**config.mk**
```make
export PLATFORM = sky130hd
export DESIGN_NAME = url_path_segment_decoder_flat
export DESIGN_NICKNAME = d
export VERILOG_FILES = /design/src/sv/upsd_pkg.sv /design/src/sv/upsd_intf.sv /design/src/sv/url_path_segment_decoder.sv /design/src/sv/upsd_decode.sv /design/src/sv/upsd_out_seq.sv /design/src/flat_wrapper.sv
export VERILOG_INCLUDE_DIRS = /design/src /design/src/sv
export SDC_FILE = /design/constraint.sdc
export NUM_CORES = 1
export LEC_CHECK = 0
export BUFFER_PORTS_ARGS = -buffer_cell sky130_fd_sc_hd__buf_2
export CORE_MARGIN = 1
export CORE_UTILIZATION = 40
export DETAILED_ROUTE_END_ITERATION = 7
export SYNTH_ARGS = -nofsm -noshare
export SYNTH_HDL_FRONTEND = slang
export SYNTH_SLANG_ARGS = --single-unit
```
**constraint.sdc**
```tcl
create_clock -name clk_i -period 5.4 [get_ports clk_i]
set_clock_uncertainty 0.2 [all_clocks]
set_input_delay 0 -clock clk_i [delete_from_list [all_inputs] [get_ports clk_i]]
set_output_delay 0 -clock clk_i [all_outputs]
set_load 0.05 [all_outputs]
```
**src/sv/url_path_segment_decoder_defines.svh**
```systemverilog
// Assertion macros shared by the path segment decoder modules.
// No dependencies; included by the files that carry assertions.
`ifndef URL_PATH_SEGMENT_DECODER_DEFINES_SVH
`define URL_PATH_SEGMENT_DECODER_DEFINES_SVH

// Check on every rising edge of clk_i outside reset.
`define UPSD_ASSERT(lbl, prop, msg) \
  lbl: assert property (@(posedge clk_i) disable iff (!rst_ni) prop) else $error(msg);

// Check on every rising edge of clk_i, reset included.
`define UPSD_ASSERT_NORST(lbl, prop, msg) \
  lbl: assert property (@(posedge clk_i) prop) else $error(msg);

`endif

```
**src/sv/upsd_pkg.sv**
```systemverilog
// Package for the URL path segment decoder: characters, scan modes, result types.
// Hex helper functions. No dependencies.
`timescale 1ns / 1ps

package upsd_pkg;

  localparam logic [7:0] ChPercent = 8'h25;
  localparam logic [7:0] ChSlash   = 8'h2F;
  localparam logic [7:0] ChQuery   = 8'h3F;

  // Fixed slot order per input word: broken '%', held digit, main result,
  // end-of-target '%', end-of-target held digit, final mark.
  localparam int unsigned NumSlots   = 6;
  localparam int unsigned MaxResults = 4;

  typedef enum logic [1:0] {
    ModeNormal = 2'd0,
    ModePct    = 2'd1,
    ModePctHex = 2'd2
  } upsd_mode_e;

  typedef struct packed {
    logic [7:0] out_byte;
    logic       byte_valid;
    logic       segment_end;
    logic       final_res;
  } upsd_res_t;

  typedef struct packed {
    logic [NumSlots-1:0]            mask;
    upsd_res_t [NumSlots-1:0]       slot;
  } upsd_burst_t;

  function automatic logic is_hex(input logic [7:0] c);
    is_hex = (c >= 8'h30 && c <= 8'h39) || (c >= 8'h61 && c <= 8'h66) ||
             (c >= 8'h41 && c <= 8'h46);
  endfunction

  function automatic logic [3:0] hex_val(input logic [7:0] c);
    logic [7:0] v;
    v = 8'h00;
    if (c >= 8'h30 && c <= 8'h39) begin
      v = c - 8'h30;
    end else if (c >= 8'h61 && c <= 8'h66) begin
      v = c - 8'h57;
    end else if (c >= 8'h41 && c <= 8'h46) begin
      v = c - 8'h37;
    end
    hex_val = v[3:0];
  endfunction

endpackage

```
**src/sv/upsd_intf.sv**
```systemverilog
// Valid/ready stream interfaces for the input and result channels.
// No dependencies.
`timescale 1ns / 1ps

interface upsd_in_if;
  logic       valid;
  logic       ready;
  logic [7:0] in_byte;
  logic       is_last;

  modport source (output valid, in_byte, is_last, input ready);
  modport sink (input valid, in_byte, is_last, output ready);
endinterface

interface upsd_out_if;
  logic       valid;
  logic       ready;
  logic [7:0] out_byte;
  logic       byte_valid;
  logic       segment_end;
  logic       final_res;

  modport source (output valid, out_byte, byte_valid, segment_end, final_res, input ready);
  modport sink (input valid, out_byte, byte_valid, segment_end, final_res, output ready);
endinterface

```
**src/sv/url_path_segment_decoder.sv**
```systemverilog
// Channel    Dir  Payload                                          Handshake
// in_i       in   in_byte[8], is_last                               valid/ready
// out_o      out  out_byte[8], byte_valid, segment_end, final_res   valid/ready
//
// Each byte is held in the input register, then its results (zero to four words)
// sit in the result buffer and leave at one word per cycle while out_o is ready.
// A byte that yields at most one word sustains one byte per cycle while out_o is ready;
// a byte yielding more words holds the input until the buffer is down to its last word.
// Reset clears the scan state and both buffers; stalls on out_o back up into in_i.
// Depends on upsd_pkg, upsd_intf, upsd_decode and upsd_out_seq.
`timescale 1ns / 1ps

module url_path_segment_decoder (
  input  logic       clk_i,
  input  logic       rst_ni,
  upsd_in_if.sink    in_i,
  upsd_out_if.source out_o
);

  upsd_pkg::upsd_burst_t burst;
  logic                  burst_vld;
  logic                  load_ok;

  upsd_decode u_decode (
    .clk_i       (clk_i),
    .rst_ni      (rst_ni),
    .in_i        (in_i),
    .load_ok_i   (load_ok),
    .burst_vld_o (burst_vld),
    .burst_o     (burst)
  );

  upsd_out_seq u_out_seq (
    .clk_i       (clk_i),
    .rst_ni      (rst_ni),
    .burst_vld_i (burst_vld),
    .burst_i     (burst),
    .load_ok_o   (load_ok),
    .out_o       (out_o)
  );

endmodule

```
**src/sv/upsd_decode.sv**
```systemverilog
// Input register, scan state and single-pass decode of one word into a result burst.
// Depends on upsd_pkg, upsd_intf and the shared assertion macros.
`timescale 1ns / 1ps
`include "url_path_segment_decoder_defines.svh"

module upsd_decode (
  input  logic                 clk_i,
  input  logic                 rst_ni,
  upsd_in_if.sink              in_i,
  input  logic                 load_ok_i,
  output logic                 burst_vld_o,
  output upsd_pkg::upsd_burst_t burst_o
);

  logic                 in_vld_q, in_vld_d;
  logic [7:0]           in_byte_q, in_byte_d;
  logic                 in_last_q, in_last_d;
  upsd_pkg::upsd_mode_e mode_q, mode_d;
  logic [7:0]           held_q, held_d;
  logic                 at_start_q, at_start_d;
  logic                 skip_q, skip_d;

  upsd_pkg::upsd_mode_e cur_mode, mid_mode;
  logic [7:0]           mid_held;
  logic                 take, live, b_query, b_slash, b_pct, b_hex;
  logic                 pct_hi, pct_dec, normal_take, flush_a;

  assign take        = in_vld_q && load_ok_i;
  assign in_i.ready  = !in_vld_q || take;
  assign burst_vld_o = in_vld_q;

  always_comb begin
    case (mode_q)
      upsd_pkg::ModePct:    cur_mode = upsd_pkg::ModePct;
      upsd_pkg::ModePctHex: cur_mode = upsd_pkg::ModePctHex;
      default:              cur_mode = upsd_pkg::ModeNormal;
    endcase
  end

  assign live        = !skip_q;
  assign b_query     = in_byte_q == upsd_pkg::ChQuery;
  assign b_slash     = in_byte_q == upsd_pkg::ChSlash;
  assign b_pct       = in_byte_q == upsd_pkg::ChPercent;
  assign b_hex       = upsd_pkg::is_hex(in_byte_q);
  assign pct_hi      = live && !b_query && cur_mode == upsd_pkg::ModePct && b_hex;
  assign pct_dec     = live && !b_query && cur_mode == upsd_pkg::ModePctHex && b_hex;
  assign normal_take = live && !b_query && !pct_hi && !pct_dec;
  assign flush_a     = live && (b_query || normal_take) && cur_mode != upsd_pkg::ModeNormal;

  always_comb begin
    if (pct_hi) begin
      mid_mode = upsd_pkg::ModePctHex;
    end else if (normal_take && b_pct) begin
      mid_mode = upsd_pkg::ModePct;
    end else begin
      mid_mode = upsd_pkg::ModeNormal;
    end
    mid_held = pct_hi ? in_byte_q : 8'h00;
  end

  // Next state
  always_comb begin
    in_vld_d   = in_vld_q;
    in_byte_d  = in_byte_q;
    in_last_d  = in_last_q;
    mode_d     = mode_q;
    held_d     = held_q;
    at_start_d = at_start_q;
    skip_d     = skip_q;
    if (take) begin
      in_vld_d = 1'b0;
      if (in_last_q) begin
        mode_d     = upsd_pkg::ModeNormal;
        held_d     = 8'h00;
        at_start_d = 1'b1;
        skip_d     = 1'b0;
      end else begin
        mode_d     = mid_mode;
        held_d     = mid_held;
        at_start_d = live ? 1'b0 : at_start_q;
        skip_d     = skip_q || b_query;
      end
    end
    if (in_i.valid && in_i.ready) begin
      in_vld_d  = 1'b1;
      in_byte_d = in_i.in_byte;
      in_last_d = in_i.is_last;
    end
  end

  // Burst outputs
  always_comb begin
    burst_o = '0;

    burst_o.mask[0]            = flush_a;
    burst_o.slot[0].out_byte   = upsd_pkg::ChPercent;
    burst_o.slot[0].byte_valid = 1'b1;

    burst_o.mask[1]            = flush_a && cur_mode == upsd_pkg::ModePctHex;
    burst_o.slot[1].out_byte   = held_q;
    burst_o.slot[1].byte_valid = 1'b1;

    if (pct_dec) begin
      burst_o.mask[2]            = 1'b1;
      burst_o.slot[2].out_byte   = {upsd_pkg::hex_val(held_q), upsd_pkg::hex_val(in_byte_q)};
      burst_o.slot[2].byte_valid = 1'b1;
    end else if (normal_take && b_slash) begin
      burst_o.mask[2]             = !at_start_q;
      burst_o.slot[2].segment_end = 1'b1;
    end else if (normal_take && !b_pct) begin
      burst_o.mask[2]            = 1'b1;
      burst_o.slot[2].out_byte   = in_byte_q;
      burst_o.slot[2].byte_valid = 1'b1;
    end

    burst_o.mask[3]            = in_last_q && mid_mode != upsd_pkg::ModeNormal;
    burst_o.slot[3].out_byte   = upsd_pkg::ChPercent;
    burst_o.slot[3].byte_valid = 1'b1;

    burst_o.mask[4]            = in_last_q && mid_mode == upsd_pkg::ModePctHex;
    burst_o.slot[4].out_byte   = mid_held;
    burst_o.slot[4].byte_valid = 1'b1;

    burst_o.mask[5]              = in_last_q;
    burst_o.slot[5].segment_end  = 1'b1;
    burst_o.slot[5].final_res    = 1'b1;
  end

  always_ff @(posedge clk_i or negedge rst_ni) begin
    if (!rst_ni) begin
      in_vld_q   <= 1'b0;
      mode_q     <= upsd_pkg::ModeNormal;
      held_q     <= 8'h00;
      at_start_q <= 1'b1;
      skip_q     <= 1'b0;
    end else begin
      in_vld_q   <= in_vld_d;
      mode_q     <= mode_d;
      held_q     <= held_d;
      at_start_q <= at_start_d;
      skip_q     <= skip_d;
    end
  end

  always_ff @(posedge clk_i) begin
    in_byte_q <= in_byte_d;
    in_last_q <= in_last_d;
  end

  `UPSD_ASSERT(a_last_restarts, take && in_last_q |=> at_start_q && !skip_q && mode_q == upsd_pkg::ModeNormal, "target end did not restore scan state")
  `UPSD_ASSERT(a_skip_normal, skip_q |-> mode_q == upsd_pkg::ModeNormal && held_q == 8'h00, "escape pending while skipping query")
  `UPSD_ASSERT(a_held_hex, mode_q == upsd_pkg::ModePctHex |-> upsd_pkg::is_hex(held_q), "held escape digit is not hex")

endmodule

```
**src/sv/upsd_out_seq.sv**
```systemverilog
// Result buffer: holds one burst of slots and hands them out one word per cycle while out_o is ready.
// Depends on upsd_pkg, upsd_intf and the shared assertion macros.
`timescale 1ns / 1ps
`include "url_path_segment_decoder_defines.svh"

module upsd_out_seq (
  input  logic                  clk_i,
  input  logic                  rst_ni,
  input  logic                  burst_vld_i,
  input  upsd_pkg::upsd_burst_t burst_i,
  output logic                  load_ok_o,
  upsd_out_if.source            out_o
);

  logic [upsd_pkg::NumSlots-1:0]           mask_q, mask_d, mask_rest;
  upsd_pkg::upsd_res_t [upsd_pkg::NumSlots-1:0] slot_q;
  upsd_pkg::upsd_res_t                     cur;
  logic                                    load, sent;

  assign mask_rest = mask_q & (mask_q - upsd_pkg::NumSlots'(1));
  assign sent      = out_o.valid && out_o.ready;
  assign load_ok_o = (mask_rest == '0) && ((mask_q == '0) || out_o.ready);
  assign load      = burst_vld_i && load_ok_o;

  // Lowest pending slot goes out first
  always_comb begin
    cur = '0;
    for (int i = upsd_pkg::NumSlots - 1; i >= 0; i--) begin
      if (mask_q[i]) begin
        cur = slot_q[i];
      end
    end
  end

  assign out_o.valid       = mask_q != '0;
  assign out_o.out_byte    = cur.out_byte;
  assign out_o.byte_valid  = cur.byte_valid;
  assign out_o.segment_end = cur.segment_end;
  assign out_o.final_res   = cur.final_res;

  always_comb begin
    mask_d = mask_q;
    if (sent) begin
      mask_d = mask_rest;
    end
    if (load) begin
      mask_d = burst_i.mask;
    end
  end

  always_ff @(posedge clk_i or negedge rst_ni) begin
    if (!rst_ni) begin
      mask_q <= '0;
    end else begin
      mask_q <= mask_d;
    end
  end

  always_ff @(posedge clk_i) begin
    if (load) begin
      slot_q <= burst_i.slot;
    end
  end

  `UPSD_ASSERT_NORST(a_reset_empty, !rst_ni |=> mask_q == '0, "result buffer not empty after reset")
  `UPSD_ASSERT(a_burst_size, $countones(mask_q) <= upsd_pkg::MaxResults, "burst longer than four words")
  `UPSD_ASSERT(a_stall_hold, (mask_q != '0) && !out_o.ready |=> mask_q == $past(mask_q), "pending words changed under stall")
  `UPSD_ASSERT(a_final_alone, out_o.valid && out_o.final_res |-> $countones(mask_q) == 1 && out_o.segment_end && !out_o.byte_valid, "final mark not a lone segment end")

endmodule

```
**src/flat_wrapper.sv**
```systemverilog
// flat-port wrapper written by rule: the top's interface ports become plain ports
module url_path_segment_decoder_flat 
  (clk_i, rst_ni, in_i_valid, in_i_in_byte, in_i_is_last, in_i_ready, out_o_valid, out_o_out_byte, out_o_byte_valid, out_o_segment_end, out_o_final_res, out_o_ready);
  upsd_in_if in_i_i ();
  upsd_out_if out_o_i ();
  input  logic clk_i;
  input  logic rst_ni;
  input wire logic [$bits(in_i_i.valid)-1:0] in_i_valid;
  input wire logic [$bits(in_i_i.in_byte)-1:0] in_i_in_byte;
  input wire logic [$bits(in_i_i.is_last)-1:0] in_i_is_last;
  output wire logic [$bits(in_i_i.ready)-1:0] in_i_ready;
  output wire logic [$bits(out_o_i.valid)-1:0] out_o_valid;
  output wire logic [$bits(out_o_i.out_byte)-1:0] out_o_out_byte;
  output wire logic [$bits(out_o_i.byte_valid)-1:0] out_o_byte_valid;
  output wire logic [$bits(out_o_i.segment_end)-1:0] out_o_segment_end;
  output wire logic [$bits(out_o_i.final_res)-1:0] out_o_final_res;
  input wire logic [$bits(out_o_i.ready)-1:0] out_o_ready;
  assign in_i_i.valid = in_i_valid;
  assign in_i_i.in_byte = in_i_in_byte;
  assign in_i_i.is_last = in_i_is_last;
  assign in_i_ready = in_i_i.ready;
  assign out_o_valid = out_o_i.valid;
  assign out_o_out_byte = out_o_i.out_byte;
  assign out_o_byte_valid = out_o_i.byte_valid;
  assign out_o_segment_end = out_o_i.segment_end;
  assign out_o_final_res = out_o_i.final_res;
  assign out_o_i.ready = out_o_ready;
  url_path_segment_decoder u_core (.clk_i(clk_i), .rst_ni(rst_ni), .in_i(in_i_i), .out_o(out_o_i));
endmodule
```
# Yosys cells after proc, flatten, opt, wreduce, memory -nomap -nowiden
# Index checks and enable logic that the tools add are counted.
[word_totals] out_inout_bits=13 reg_bits=54 elab_cells=120 input_bits=13
[classes] add_sub_neg=7 n_mux=32 n_eq_ne=9 n_reduce_logical=46 n_lt_le_gt_ge=12 n_bitwise=1
[op_table] operator="$mux 11" count=5
[op_table] operator="$ge 8x7->1 const B" count=4
[op_table] operator="$le 8x7->1 const B" count=4
[op_table] operator="$mux 9" count=3
[op_table] operator="$logic_and 1x1->1" count=25
[op_table] operator="$eq 8x6->1 const B" count=3
[op_table] operator="$mux 4" count=6
[op_table] operator="$ge 8x6->1 const B" count=2
[op_table] operator="$le 8x6->1 const B" count=2
[op_table] operator="$mux 8" count=2
[op_table] operator="$sub 4x3->4 const B" count=4
[op_table] operator="$logic_not 6->1" count=2
[op_table] operator="$mux 6" count=2
[op_table] operator="$mux 1" count=10
[op_table] operator="$reduce_bool 2->1" count=4
[op_table] operator="$sub 4x1->4 const B" count=2
[op_table] operator="$logic_not 1->1" count=7
[op_table] operator="$and 6x6->6" count=1
[op_table] operator="$eq 2x2->1 const B" count=3
[op_table] operator="$logic_or 1x1->1" count=6
[op_table] operator="$mux 2" count=3
[op_table] operator="$reduce_bool 6->1" count=1
[op_table] operator="$sub 6x1->6 const B" count=1
[op_table] operator="$eq 2x1->1 const B" count=2
[op_table] operator="other kinds (3)" count=3

# Longest topological paths before layout
[logic_depth] ltp_word=14 ltp_mapped=9

# By module
# A second synthesis with hierarchy kept.
[hier_totals] cells_unflattened=400 hier_area_um2=4792.1
[modules_own_cells] mod="upsd_out_seq" cells_each=203 n_inst=1 seq_area_each_um2=2132.0 area_per_inst_um2=2947.8
[modules_own_cells] mod="upsd_decode" cells_each=197 n_inst=1 seq_area_each_um2=596.8 area_per_inst_um2=1844.3

# Worst setup path before layout
# Ideal clock, no wire load.
[synth_path] path_type="flip-flop to flip-flop" startpoint="register u_core.u_decode.in_byte_q[3]" endpoint="register u_core.u_out_seq.slot_q[26] (netlist bit) (data pin)" path_slack_ns=2.890 stages_incl_launch_ff=7 setup_ns=0.261 arrival_time_ns=2.049 cell_sequence="edfxtp_1 > buf_6 > or4b_4 > a311oi_4 > o22a_1 > a211oi_2 > a221o_1"
[synth_lines] element="start, declared" line_no="upsd_decode.sv:16" source="logic [7:0] in_byte_q, in_byte_d;"
[synth_lines] element="start signal, assigned" line_no="upsd_decode.sv:146" source="in_byte_q <= in_byte_d;"
[synth_lines] element="end signal, assigned" line_no="upsd_out_seq.sv:61" source="slot_q <= burst_i.slot;"
[synth_lines] element="end, declared" line_no="upsd_out_seq.sv:16" source="upsd_pkg::upsd_res_t [upsd_pkg::NumSlots-1:0] slot_q;"

# Final worst setup path
[layout_path] startpoint="register u_core.u_out_seq.mask_q[2] (netlist bit)" endpoint="register u_core.u_out_seq.mask_q[3] (netlist bit)"
[layout_via] elab_chain_len=6
[layout_lines] element="start, declared" line_no="upsd_out_seq.sv:15" source="logic [upsd_pkg::NumSlots-1:0] mask_q, mask_d, mask_rest;"
[layout_lines] element="start signal, assigned" line_no="upsd_out_seq.sv:55" source="mask_q <= mask_d;"
[layout_lines] element="$sub 6x1->6" line_no="upsd_out_seq.sv:20" source="assign mask_rest = mask_q & (mask_q - upsd_pkg::NumSlots'(1));"
[layout_lines] element="$and 6x6->6" line_no="upsd_out_seq.sv:20"
[layout_lines] element="$logic_not 6->1" line_no="upsd_out_seq.sv:22" source="assign load_ok_o = (mask_rest == '0) && ((mask_q == '0) || out_o.ready);"
[layout_lines] element="$logic_and 1x1->1 *" line_no="upsd_out_seq.sv:22"
[layout_lines] element="$logic_and 1x1->1 *"
[layout_lines] element="named net u_core.u_decode.take" line_no="upsd_decode.sv:25" source="logic take, live, b_query, b_slash, b_pct, b_hex;"
[layout_lines] element="$mux 6 or $reduce_bool 2->1 (tied branches)"
# Mark *: on every way through the listed nets, which the timed path passes. The rest lies on a longest branch. The select of a mux whose other input is x is not followed.
# A chain may end at the register's enable or synchronous reset.

==> reports/results.ini <==
[run_status]
status=completed

[global_routing]
grt_overflow=0
grt_max_degree=29
antenna_found_initial=0
grt_pass1_vias=1914
grt_use_total_pct=17.8
grt_pass1_wl_um=9940

[final_layout]
final_util_pct=47.7
fin_nets=318
diodes=0
fin_area_um2=3260
final_cells=393
syn2layout_area_growth_pct=15.0
nFillCells=641
drive_above_1_share_pct=13.8

[hold_path]
hold-path-cell-count=2
holdPathEnd=u_core.u_decode.in_byte_q[0]
hold_class=primary input to flop
hp-start=in_i_in_byte[0]

[sta]
hold_violations=0
post-route-min-period_ps=3800
maxSlewHeadroom_pct=26.7
finalCritPeriodShare_pct=70.3
slew_viol_final=0
worstMarginPinSlew_ps=1090
setup_tns_ps=0
max_freq_ghz=0.263
rsz0062_at_grt=no
setup-violations-final=0
whs_ps=195

[drt]
wl_per_cell_um=15.9
drc=0
vias_per_cell=5.45
wirelength_um=6250
drtAntennaViolNets=0
vias=2143
first_pass_iters=5
drt_iter0_drc=197

[setup_path]
critPathLaunchType=flop
crit_chain=nor2b_1, a221o_1, a31oi_1, nand2b_1, inv_2, a31o_1
crit_family=compound AO/OA/AOI/OAI gates
crit_fanout=28
r2r_end=u_core.u_out_seq.mask_q[3]
required_ps=5410
cp-end-kind=flop
max_stage_delay_ps=820
path_buf_inv=1
cp_slowest_cell=a31oi_1
reg2reg_from=u_core.u_out_seq.mask_q[2]
r2r_cells=6
worstPathArrival_ps=3800
reg2reg_slack_ps=1600
crit_type=flop to flop

[cts]
clockRootBuffer=clkbuf_8
cts-htree-levels=2
clk_path_buf_depth=2
cts_made_buffers=5
clkTransAtPathRegs_ps=100
cts_sinks=54
clk_latency_ps=310
cts.repair.resized=0
tritoncts=done

[die]
num_rows=30
die-area_um2=7420
start_util_pct=41.4
chipWidth_um=86.1
core_um2=6830
die_h_um=86.1
ios=26

[synth]
synth_seq_cells=54
synthCells=266
synthFlopType=edfxtp_1
async_flop_share_pct=35.2
yosysUniqueCellTypes=53
syn_nets=288
ys_seq_area_share_pct=54.0
netlist_area_um2=2830
synth_edf_count=35
yosys_warnings=0
avgSynthCellArea_um2=10.6

[power_and_ir_drop]
irDropWorstVdd_uv=181
power.density_nw_per_um2=434
p_leak_nw=1.31

[placement]
placedCellCount=371
port_buffers=25
place_area_um2=3000
dpl.hpwl_um=4420
place_congestion=0.832

[run]
drv_cap=0

worst max-delay path by stage:
| stage | from | endpoint | slack (ps) | cells past startpoint |
|---|---|---|---|---|
| floorplan | u_core.u_decode.in_byte_q[3] | u_core.u_out_seq.slot_q[26] | 2890 | 6 |
| global placement | u_core.u_out_seq.mask_q[2] | u_core.u_out_seq.mask_q[3] | 1830 | 6 |
| detailed placement | u_core.u_out_seq.mask_q[2] | u_core.u_out_seq.mask_q[3] | 1720 | 6 |
| CTS | u_core.u_out_seq.mask_q[2] | u_core.u_out_seq.mask_q[3] | 1710 | 6 |
| global route | u_core.u_out_seq.mask_q[2] | u_core.u_out_seq.mask_q[3] | 1430 | 6 |
| finish | u_core.u_out_seq.mask_q[2] | u_core.u_out_seq.mask_q[3] | 1600 | 6 |
registers in the layout, summed over array words and instances, names as in the netlist:
signal                       flops
u_core.u_out_seq.slot_q         26
u_core.u_decode.mode_q           2
u_core.u_decode.skip_q           1
u_core.u_decode.held_q           8
u_core.u_decode.at_start_q       1
u_core.u_decode.in_byte_q        8
u_core.u_decode.burst_vld_o      1
u_core.u_decode.in_last_q        1
u_core.u_out_seq.mask_q          6
per-layer routing:
layer	part of all wire, %	vias to the layer above	global-route usage, %
li1	-	1040	-
met1	48	1001	26.0
met2	45	96	27.1
met3	6.3	6	3.85
met4	0.82	0	3.94
met5	0	-	0
placed cells by master (no fill, tap or decap), types with 4 or more instances in the layout:
| cell | Yosys | routed |
|---|---|---|
| a211o_1 | 4 | 4 |
| a21oi_1 | 11 | 11 |
| a22oi_1 | 5 | 5 |
| and2_1 | 4 | 4 |
| and3_1 | 5 | 5 |
| buf_2 | 2 | 25 |
| clkbuf_8 | 0 | 5 |
| dfrtp_1 | 18 | 18 |
| dlygate4sd3_1 | 0 | 14 |
| edfxtp_1 | 35 | 35 |
| ha_1 | 9 | 9 |
| inv_1 | 18 | 18 |
| nand2_1 | 16 | 16 |
| nand2b_1 | 6 | 6 |
| nand3_1 | 6 | 6 |
| nor2_1 | 22 | 22 |
| nor2b_1 | 4 | 4 |
| nor3_1 | 6 | 6 |
| o21ai_0 | 24 | 24 |
| o2bb2ai_1 | 4 | 4 |
| o41ai_1 | 8 | 8 |
Yosys cell counts, drive strengths merged, types with 3 or more instances:
library cell / count / area [µm²]
a22oi: 5 / 37.5
o2bb2ai: 4 / 35.0
a21oi: 11 / 55.1
nand3: 6 / 30.0
edfxtp: 35 / 1050
and2: 4 / 25.0
a211o: 4 / 35.0
nand2b: 6 / 37.5
o21ai: 28 / 144
o41ai: 9 / 86.3
nor2b: 4 / 25.0
and3: 5 / 31.3
o22a: 3 / 26.3
nand2: 16 / 60.1
clkbuf: 12 / 45.0
nor3: 6 / 30.0
dfrtp: 18 / 450
ha: 9 / 113
buf: 4 / 32.5
inv: 19 / 71.3
o31ai: 3 / 22.5
nor2: 22 / 82.6
per-stage QoR:
step | setup WS, ps | power [mW]
after detailed placement | 1720 | 1.13
after floorplan | 2890 | 1.01
final | 1600 | 1.41
after global placement | 1830 | 1.13
after CTS | 1710 | 1.42
after global routing | 1430 | 1.48
where the power goes:
group	switching [mW]	leakage, nW	internal [mW]
sequential	0.0669	0.593	0.569
combinational	0.370	0.665	0.123
clock	0.142	0.0563	0.141
total	0.579	1.31	0.833
final cells by class:
cell class | instances | area [µm²] | area share [%]
Clock buffer | 5 | 68.8 | 2.11
Timing Repair Buffer | 39 | 265 | 8.14
Tap cell | 96 | 120 | 3.69
Sequential cell | 54 | 1530 | 46.9
Multi-Input combinational cell | 177 | 1150 | 35.5
Clock inverter | 3 | 48.8 | 1.50
Inverter | 19 | 71.3 | 2.19
cells by family (layout without fill, tap and decap cells):
kind of cell / after synthesis / after routing / synth area share [%]
other: 1 / 1 / 0.132
adder cells (fa/ha/maj): 9 / 9 / 3.98
AND/OR/NAND/NOR: 80 / 80 / 14.5
flip-flops: 54 / 54 / 54.0
buffers and inverters: 35 / 66 / 5.26
AO/OA/AOI/OAI: 87 / 87 / 22.2
timing repair:
action	CTS	global route
hold buffers	14	0
hold endpoints to repair	34	0
buffers inserted	0	0
Note: power is estimated with default switching activity, not from simulation.
